**src/design/dda_line_rasterizer_core_defines.svh**
```systemverilog
// Assertion macros shared by the rasterizer RTL.
`ifndef DDA_LINE_RASTERIZER_CORE_DEFINES_SVH
`define DDA_LINE_RASTERIZER_CORE_DEFINES_SVH

// Same-cycle implication, checked outside reset.
`define DLR_ASSERT_NOW(label, ante, cons, msg) \
  label: assert property (@(posedge clk) disable iff (!rst_n) (ante) |-> (cons)) \
    else $error(msg);

// Next-cycle implication, checked outside reset.
`define DLR_ASSERT_NEXT(label, ante, cons, msg) \
  label: assert property (@(posedge clk) disable iff (!rst_n) (ante) |=> (cons)) \
    else $error(msg);

`endif

```
**src/design/dlr_pkg.sv**
```systemverilog
package dlr_pkg;

  localparam int COORD_BITS = 6;
  localparam int FRAC_BITS  = 16;
  localparam int ACC_W      = COORD_BITS + FRAC_BITS;
  localparam int COLOUR_W   = 4;
  localparam logic [COLOUR_W-1:0] COLOUR_RESET = COLOUR_W'(4);

  typedef logic [COORD_BITS-1:0] coord_t;
  typedef logic [ACC_W-1:0]      acc_t;

  typedef enum logic [1:0] {
    S_IDLE,
    S_DIV,
    S_WALK
  } dlr_state_t;

  // request to the slope divider
  typedef struct packed {
    logic   start;
    coord_t numer;
    coord_t denom;
  } dlr_div_req_t;

  // divider response
  typedef struct packed {
    logic done;
    acc_t quot;
  } dlr_div_rsp_t;

endpackage

```
**src/design/dlr_slope_div.sv**
```systemverilog
// Restoring divider: (numer << FRAC_BITS) / denom, one quotient bit per cycle.
module dlr_slope_div
  import dlr_pkg::*;
(
  input  logic         clk,
  input  logic         rst_n,
  input  dlr_div_req_t req,
  output dlr_div_rsp_t rsp
);

  localparam int CNT_W = $clog2(ACC_W);

  logic               busy_r, busy_nxt;
  logic [CNT_W-1:0]   cnt_r, cnt_nxt;
  acc_t               q_r, q_nxt;
  coord_t             rem_r, rem_nxt;
  coord_t             den_r, den_nxt;
  logic               done_r;

  logic [COORD_BITS:0] trial;
  logic                fits;

  always_comb begin
    trial = {rem_r, q_r[ACC_W-1]};
    fits  = (trial >= {1'b0, den_r});
  end

  always_comb begin
    busy_nxt = busy_r;
    cnt_nxt  = cnt_r;
    q_nxt    = q_r;
    rem_nxt  = rem_r;
    den_nxt  = den_r;
    if (req.start) begin
      busy_nxt = 1'b1;
      cnt_nxt  = CNT_W'(ACC_W - 1);
      q_nxt    = {req.numer, {FRAC_BITS{1'b0}}};
      rem_nxt  = '0;
      den_nxt  = req.denom;
    end else if (busy_r) begin
      // remainder stays below the divisor, so it fits in COORD_BITS
      rem_nxt = fits ? coord_t'(trial - {1'b0, den_r}) : trial[COORD_BITS-1:0];
      q_nxt   = {q_r[ACC_W-2:0], fits};
      cnt_nxt = cnt_r - CNT_W'(1);
      if (cnt_r == '0) begin
        busy_nxt = 1'b0;
      end
    end
  end

  always_ff @(posedge clk) begin
    if (!rst_n) begin
      busy_r <= 1'b0;
      cnt_r  <= '0;
    end else begin
      busy_r <= busy_nxt;
      cnt_r  <= cnt_nxt;
    end
    q_r   <= q_nxt;
    rem_r <= rem_nxt;
    den_r <= den_nxt;
  end

  // done: the last bit has just been shifted in
  always_ff @(posedge clk) begin
    if (!rst_n) begin
      done_r <= 1'b0;
    end else begin
      done_r <= busy_r && (cnt_r == '0) && !req.start;
    end
  end

  assign rsp.done = done_r;
  assign rsp.quot = q_r;

endmodule

```
**src/design/dda_line_rasterizer_core.sv**
```systemverilog
// Channel  Dir  tdata fields (low bit up)                    side band
// in_      in   start_x, start_y, end_x, end_y (24 bits)     -
// out_     out  pixel_x, pixel_y, colour_out (16 bits)       tlast = last_pixel
// cfg_     in   pixel_colour (4 bits)                        write enable only
//
// A segment is accepted, its slope is computed in the slope divider, then it is
// walked at one pixel per cycle (1..64 pixels) while out_ is not stalled.
// in_tready is high only while no segment is being divided or walked.
// A stalled out_ channel holds the walk; the pixel in the output register waits.
// Synchronous active-low reset; pixel_colour resets to 4.
`include "dda_line_rasterizer_core_defines.svh"

module dda_line_rasterizer_core
  import dlr_pkg::*;
(
  input  logic        clk,
  input  logic        rst_n,
  input  logic        in_tvalid,
  output logic        in_tready,
  input  logic [23:0] in_tdata,   // start_x, start_y, end_x, end_y
  output logic        out_tvalid,
  input  logic        out_tready,
  output logic [15:0] out_tdata,  // pixel_x, pixel_y, colour_out
  output logic        out_tlast,
  input  logic        cfg_we,
  input  logic [3:0]  cfg_wdata
);

  dlr_state_t state_r, state_nxt;

  logic [COLOUR_W-1:0] colour_r;
  coord_t major_pos_r, major_pos_nxt;
  coord_t major_end_r, major_end_nxt;
  acc_t   acc_r, acc_nxt;
  acc_t   slope_r, slope_nxt;
  logic   major_is_y_r, major_is_y_nxt;
  logic   step_up_r, step_up_nxt;
  logic   neg_r, neg_nxt;

  logic        out_valid_r, out_valid_nxt;
  logic [15:0] out_data_r, out_data_nxt;
  logic        out_last_r, out_last_nxt;

  dlr_div_req_t div_req;
  dlr_div_rsp_t div_rsp;

  dlr_slope_div u_div (
    .clk  (clk),
    .rst_n(rst_n),
    .req  (div_req),
    .rsp  (div_rsp)
  );

  // endpoint ordering and spans
  coord_t ax, ay, bx, by, ix0, iy0, ix1, iy1, dx, ady;
  logic   swap, y_major;
  always_comb begin
    ix0  = in_tdata[5:0];
    iy0  = in_tdata[11:6];
    ix1  = in_tdata[17:12];
    iy1  = in_tdata[23:18];
    swap = (ix1 < ix0) || ((ix1 == ix0) && (iy1 < iy0));
    ax   = swap ? ix1 : ix0;
    ay   = swap ? iy1 : iy0;
    bx   = swap ? ix0 : ix1;
    by   = swap ? iy0 : iy1;
    dx   = bx - ax;
    ady  = (by >= ay) ? (by - ay) : (ay - by);
    y_major = (ady > dx);
  end

  logic   in_fire, pix_load, is_last;
  coord_t minor;
  assign in_tready = (state_r == S_IDLE);
  assign in_fire   = in_tvalid && in_tready;
  assign pix_load  = (state_r == S_WALK) && (!out_valid_r || out_tready);
  assign minor     = acc_r[ACC_W-1:FRAC_BITS];
  assign is_last   = (major_pos_r == major_end_r);

  always_comb begin
    state_nxt      = state_r;
    major_pos_nxt  = major_pos_r;
    major_end_nxt  = major_end_r;
    acc_nxt        = acc_r;
    slope_nxt      = slope_r;
    major_is_y_nxt = major_is_y_r;
    step_up_nxt    = step_up_r;
    neg_nxt        = neg_r;
    out_valid_nxt  = out_valid_r && !out_tready;
    out_data_nxt   = out_data_r;
    out_last_nxt   = out_last_r;
    div_req.start  = 1'b0;
    div_req.numer  = y_major ? dx : ady;
    div_req.denom  = y_major ? ady : dx;

    unique case (state_r)
      S_IDLE: begin
        if (in_fire) begin
          div_req.start  = 1'b1;
          major_is_y_nxt = y_major;
          major_pos_nxt  = y_major ? ay : ax;
          major_end_nxt  = y_major ? by : bx;
          acc_nxt        = {(y_major ? ax : ay), {FRAC_BITS{1'b0}}};
          step_up_nxt    = y_major ? (by > ay) : 1'b1;
          neg_nxt        = !y_major && (by < ay);
          state_nxt      = S_DIV;
        end
      end
      S_DIV: begin
        if (div_rsp.done) begin
          slope_nxt = neg_r ? (~div_rsp.quot + ACC_W'(1)) : div_rsp.quot;
          state_nxt = S_WALK;
        end
      end
      S_WALK: begin
        if (pix_load) begin
          out_valid_nxt = 1'b1;
          out_data_nxt  = major_is_y_r ? {colour_r, major_pos_r, minor}
                                       : {colour_r, minor, major_pos_r};
          out_last_nxt  = is_last;
          if (is_last) begin
            state_nxt = S_IDLE;
          end else begin
            major_pos_nxt = step_up_r ? (major_pos_r + COORD_BITS'(1))
                                      : (major_pos_r - COORD_BITS'(1));
            acc_nxt       = acc_r + slope_r;
          end
        end
      end
      default: state_nxt = S_IDLE;
    endcase
  end

  always_ff @(posedge clk) begin
    if (!rst_n) begin
      state_r     <= S_IDLE;
      out_valid_r <= 1'b0;
      colour_r    <= COLOUR_RESET;
    end else begin
      state_r     <= state_nxt;
      out_valid_r <= out_valid_nxt;
      if (cfg_we) begin
        colour_r <= cfg_wdata;
      end
    end
    major_pos_r  <= major_pos_nxt;
    major_end_r  <= major_end_nxt;
    acc_r        <= acc_nxt;
    slope_r      <= slope_nxt;
    major_is_y_r <= major_is_y_nxt;
    step_up_r    <= step_up_nxt;
    neg_r        <= neg_nxt;
    out_data_r   <= out_data_nxt;
    out_last_r   <= out_last_nxt;
  end

  assign out_tvalid = out_valid_r;
  assign out_tdata  = out_data_r;
  assign out_tlast  = out_last_r;

  `DLR_ASSERT_NEXT(a_accept_busy, in_fire, !in_tready, "accepted segment did not drop ready")
  `DLR_ASSERT_NOW(a_done_in_div, div_rsp.done, state_r == S_DIV, "divider done outside divide")
  `DLR_ASSERT_NEXT(a_last_idle, pix_load && is_last, in_tready && out_tvalid && out_tlast,
                   "last pixel did not end the walk")
  `DLR_ASSERT_NOW(a_walk_no_start, state_r != S_IDLE, !div_req.start, "divider restarted mid-segment")

endmodule
```
**config.mk**
```make
export PLATFORM = sky130hd
export DESIGN_NAME = dda_line_rasterizer_core
export DESIGN_NICKNAME = d
export VERILOG_FILES = /design/src/design/dlr_pkg.sv /design/src/design/dlr_slope_div.sv /design/src/design/dda_line_rasterizer_core.sv
export VERILOG_INCLUDE_DIRS = /design/src /design/src/design
export SDC_FILE = /design/constraint.sdc
export NUM_CORES = 1
export LEC_CHECK = 0
export BUFFER_PORTS_ARGS = -buffer_cell sky130_fd_sc_hd__buf_2
export CORE_MARGIN = 2
export CORE_UTILIZATION = 56
export CTS_CLUSTER_DIAMETER = 40
export DETAILED_ROUTE_END_ITERATION = 7
export PLACE_DENSITY = 0.84
export SYNTH_ARGS = -nofsm -noshare
export SYNTH_HDL_FRONTEND = slang
export SYNTH_SLANG_ARGS = --single-unit
export TNS_END_PERCENT = 30
```
**constraint.sdc**
```tcl
create_clock -name clk -period 5.6 [get_ports clk]
set_input_delay 0.56 -clock clk [delete_from_list [all_inputs] [get_ports clk]]
set_output_delay 0.56 -clock clk [all_outputs]
set_load 0.03 [all_outputs]
```
==> impl_metrics.env <==
export IMPL_outcome="complete, no violations"
export IMPL_finalClockSkew_ns=0.0107
export IMPL_antenna_diode_count=0
export IMPL_vias_per_cell=5.99
export IMPL_tritoncts="built"
export IMPL_async_reset_ff_share_pct=0
export IMPL_reg2reg_to="acc_r[21]"
export IMPL_timing_final_crit_period_ns=5.47
export IMPL_multi_input_comb_area_um2=4590
export IMPL_dpl_wire_length_mm=14.1
export IMPL_fillCellCount=1007
export IMPL_max_cap_violations=0
export IMPL_preCtsSetupSlack_ns=-0.102
export IMPL_dieWidth_um=124
export IMPL_min_delay_start="cfg_wdata[2]"
export IMPL_synth_top_area_share_pct=32.6
export IMPL_yosys_register_bits=124
export IMPL_grt_first_pass_wirelength_mm=32.1
export IMPL_worst_slack_ns=0.133
export IMPL_pwr_density_cell_nw_per_um2=394
export IMPL_fp_row_count=44
export IMPL_tritoncts_num_buffers=17
export IMPL_timing_worst_setup_path_type="in2reg"
export IMPL_max_slew_worst_pin_slew_ns=1.04
export IMPL_dr_total_vias=6841
export IMPL_ff2ff_path_depth=11
export IMPL_rsz0062_at_grt="yes"
export IMPL_final_max_tran_viols=0
export IMPL_dr_pass1_iters=6
export IMPL_post_synth_top_area_cell="sky130_fd_sc_hd__edfxtp_1"
export IMPL_final_hold_viol_count=0
export IMPL_critical_path_slowest_cell="sky130_fd_sc_hd__or4_4"
export IMPL_gpl_final_weighted_congestion=0.936
export IMPL_static_leakage_nw=4.11
export IMPL_regToRegStartpoint="acc_r[1]"
export IMPL_netlist_cell_type_count=68
export IMPL_final_layout_size_suffix_gt1_share_pct=21.8
export IMPL_synth_top_cells_by_area="sky130_fd_sc_hd__edfxtp_1, sky130_fd_sc_hd__dfxtp_1, sky130_fd_sc_hd__ha_1, sky130_fd_sc_hd__mux2i_1, sky130_fd_sc_hd__xnor2_1"
export IMPL_average_instance_area_after_synthesis_um2=9.78
export IMPL_initial_antenna_violation_count=0
export IMPL_track_usage_pct=25.5
export IMPL_drc=0
export IMPL_worst_path_dominant_cell_family="compound AO/OA/AOI/OAI gates"
export IMPL_numPortBuffers=51
export IMPL_synth_warnings=0
export IMPL_vdd_drop_max_mv=0.284
export IMPL_drt_wl_total_mm=19.8
export IMPL_r2r_slack_ns=2.25
export IMPL_synth_fp_nets=921
export IMPL_tritoncts_num_sinks=124
export IMPL_worst_hold_path_endpoint="colour_r[2]"
export IMPL_finish_net_count=1037
export IMPL_drt_first_iter_violations=638
export IMPL_netlist_area_um2=8120
export IMPL_relative_slew_slack_pct=30.8
export IMPL_crit_path_dat_ns=5.60
export IMPL_drtAntennaViolNets=0
export IMPL_power_total_w=0.00389
export IMPL_clk_path_buf_depth=2
export IMPL_core_region_area_um2=14400
export IMPL_post_drt_wl_per_cell_um=17.3
export IMPL_height_of_the_chip_um=124
export IMPL_largest_net_degree_at_the_start_of_global_routing=43
export IMPL_clkLatencyLatePin_ns=0.41
export IMPL_cts_max_level=4
export IMPL_crit_path_frequent_cell="sky130_fd_sc_hd__o21a_1"
export IMPL_seq_area_um2=3360
export IMPL_ioPinCount=52
export IMPL_die_ar_um2=15500
export IMPL_synth_flop_cell="sky130_fd_sc_hd__edfxtp_1"
export IMPL_crit_path_end_kind="flip-flop"
export IMPL_via_count_of_the_first_global_routing_pass=6705
export IMPL_initial_core_utilization_pct=56.5
export IMPL_syn_inst=830
export IMPL_area_growth_pct=21.4
export IMPL_hp_class="in2reg"
export IMPL_critPathBufInv=4
export IMPL_max_clock_freq_mhz=183
export IMPL_crit_required_ns=5.73
export IMPL_gr_total_overflow=0
export IMPL_setup_total_negative_slack_ns=0
export IMPL_cts_hold_buffers=0
export IMPL_cts_clk_slew_worst_paths_ns=0.05
export IMPL_post_synth_edffs=88
export IMPL_yosysSeqAreaShare_pct=41.4
export IMPL_root_buffer="sky130_fd_sc_hd__clkbuf_16"
export IMPL_cpPeakStageDelay_ns=0.52
export IMPL_worstHoldPathCells=3
export IMPL_finalSetupViolations=0
export IMPL_cp_start_kind="input pin"
export IMPL_min_period_over_period_pct=97.6
export IMPL_worst_path_max_fanout=13
[cells in the mapped netlist, drive strengths merged, types with 4 or more instances]
library cell,n
xnor2,47
mux2,12
and2,5
nand3,23
nor2b,19
xor2,14
o21ai,44
a22oi,6
a21boi,8
o31ai,9
nor2,69
a21oi,51
nand2b,9
or3,6
buf,14
and3,5
mux2i,52
dfxtp,36
nand2,66
nor3,21
or4,4
a31oi,4
o211ai,12
ha,55
clkbuf,16
o21a,10
nand4,8
nor3b,5
a211oi,9
inv,54
a21o,8
edfxtp,88
[placed cells by master, fill, tap and decap left out, types with 11 or more instances in the layout]
master and count:
sky130_fd_sc_hd__dfxtp_1 36, sky130_fd_sc_hd__xor2_1 14, sky130_fd_sc_hd__o211ai_1 11, sky130_fd_sc_hd__clkbuf_16 22
sky130_fd_sc_hd__xnor2_1 45, sky130_fd_sc_hd__o21ai_0 38, sky130_fd_sc_hd__buf_4 73, sky130_fd_sc_hd__edfxtp_1 88
sky130_fd_sc_hd__mux2i_1 43, sky130_fd_sc_hd__nand3_1 23, sky130_fd_sc_hd__a21oi_1 47, sky130_fd_sc_hd__inv_1 52
sky130_fd_sc_hd__nor2b_1 19, sky130_fd_sc_hd__buf_2 51, sky130_fd_sc_hd__mux2_2 12, sky130_fd_sc_hd__ha_1 51
sky130_fd_sc_hd__nand2_1 66, sky130_fd_sc_hd__nor3_1 19, sky130_fd_sc_hd__nor2_1 67
[per-stage QoR]
step | utilization [%] | area [µm²] | hold WS [ns] | std cells
floorplan | - | 8160 | 0.408 | 830
global placement | 63.0 | 9050 | 0.410 | 1105
detailed placement | 63.0 | 9050 | 0.422 | 1105
CTS | 67.1 | 9650 | 0.372 | 1137
global route | 68.6 | 9850 | 0.387 | 1143
finish | 68.6 | 9850 | 0.385 | 1143
[per-layer routing]
metal	up-vias	routed length, µm	global-route usage [%]
met5	-	0	0
met4	0	409	7.34
met1	3244	8600	34.5
met2	270	9320	41.9
li1	3273	-	-
met3	54	1500	5.15
[flip-flops by register name (all words and copies together) (netlist names)]
| register | count |
|---|---|
| acc_r | 22 |
| state_r | 2 |
| u_div.q_r | 22 |
| u_div.cnt_r | 5 |
| colour_r | 4 |
| u_div.done_r | 1 |
| major_end_r | 6 |
| major_pos_r | 6 |
| out_tdata | 16 |
| out_tvalid | 1 |
| u_div.rem_r | 6 |
| u_div.den_r | 6 |
| neg_r | 1 |
| slope_r | 22 |
| out_tlast | 1 |
| step_up_r | 1 |
| major_is_y_r | 1 |
| u_div.busy_r | 1 |
[worst max-delay path by stage]
stage,startpoint,slack (ns),endpoint,cells after the start
final,in_tdata[4],0.13,acc_r[18],27
after CTS,in_tdata[11],0.24,major_pos_r[0],26
after floorplan,in_tdata[11],0.02,acc_r[20],29
after detailed placement,in_tdata[11],-0.10,major_pos_r[5],26
after global placement,in_tdata[3],-0.04,major_pos_r[5],26
after global routing,in_tdata[4],-0.15,acc_r[19],28
[logic make-up after synthesis]
family          synth area share (%)
compound gates                  15.8
xor+xnor                        6.67
fa+ha+maj                       9.22
buf+inv                         4.01
flops                           41.4
mux                             8.08
simple gates                    14.8
[final cells by class]
type	instances	area share, %
timing repair buffer	127	8.86
inverter	54	2.06
multi-input combinational	622	46.6
clock inverter	4	0.229
clock buffer	28	5.79
sequential	124	34.1
tap	184	2.34
[power breakdown]
group | switching, W | internal [W] | total, W
combinational | 0.000814 | 0.000752 | 0.00157
sequential | 0.000101 | 0.00114 | 0.00125
clock | 0.000381 | 0.000692 | 0.00107
total | 0.00130 | 0.00259 | 0.00389
[worst reg2reg max path, stage by stage (launching register included)]
cell	delay, ns
sky130_fd_sc_hd__edfxtp_1	0.41
sky130_fd_sc_hd__ha_1	0.31
sky130_fd_sc_hd__a21o_1	0.16
sky130_fd_sc_hd__a21oi_1	0.20
sky130_fd_sc_hd__o21ai_0	0.13
sky130_fd_sc_hd__a2111oi_0	0.65
sky130_fd_sc_hd__o41ai_1	0.24
sky130_fd_sc_hd__a31o_2	0.32
sky130_fd_sc_hd__a21boi_0	0.22
sky130_fd_sc_hd__o31ai_1	0.11
sky130_fd_sc_hd__xnor2_1	0.19
sky130_fd_sc_hd__o21ai_0	0.13
[timing repair]
item / in CTS / in global routing
buffers inserted: 0 / 4
gates resized for setup: 0 / 28
setup endpoints to repair: 0 / 18
Power figures use the tool's default switching activity.
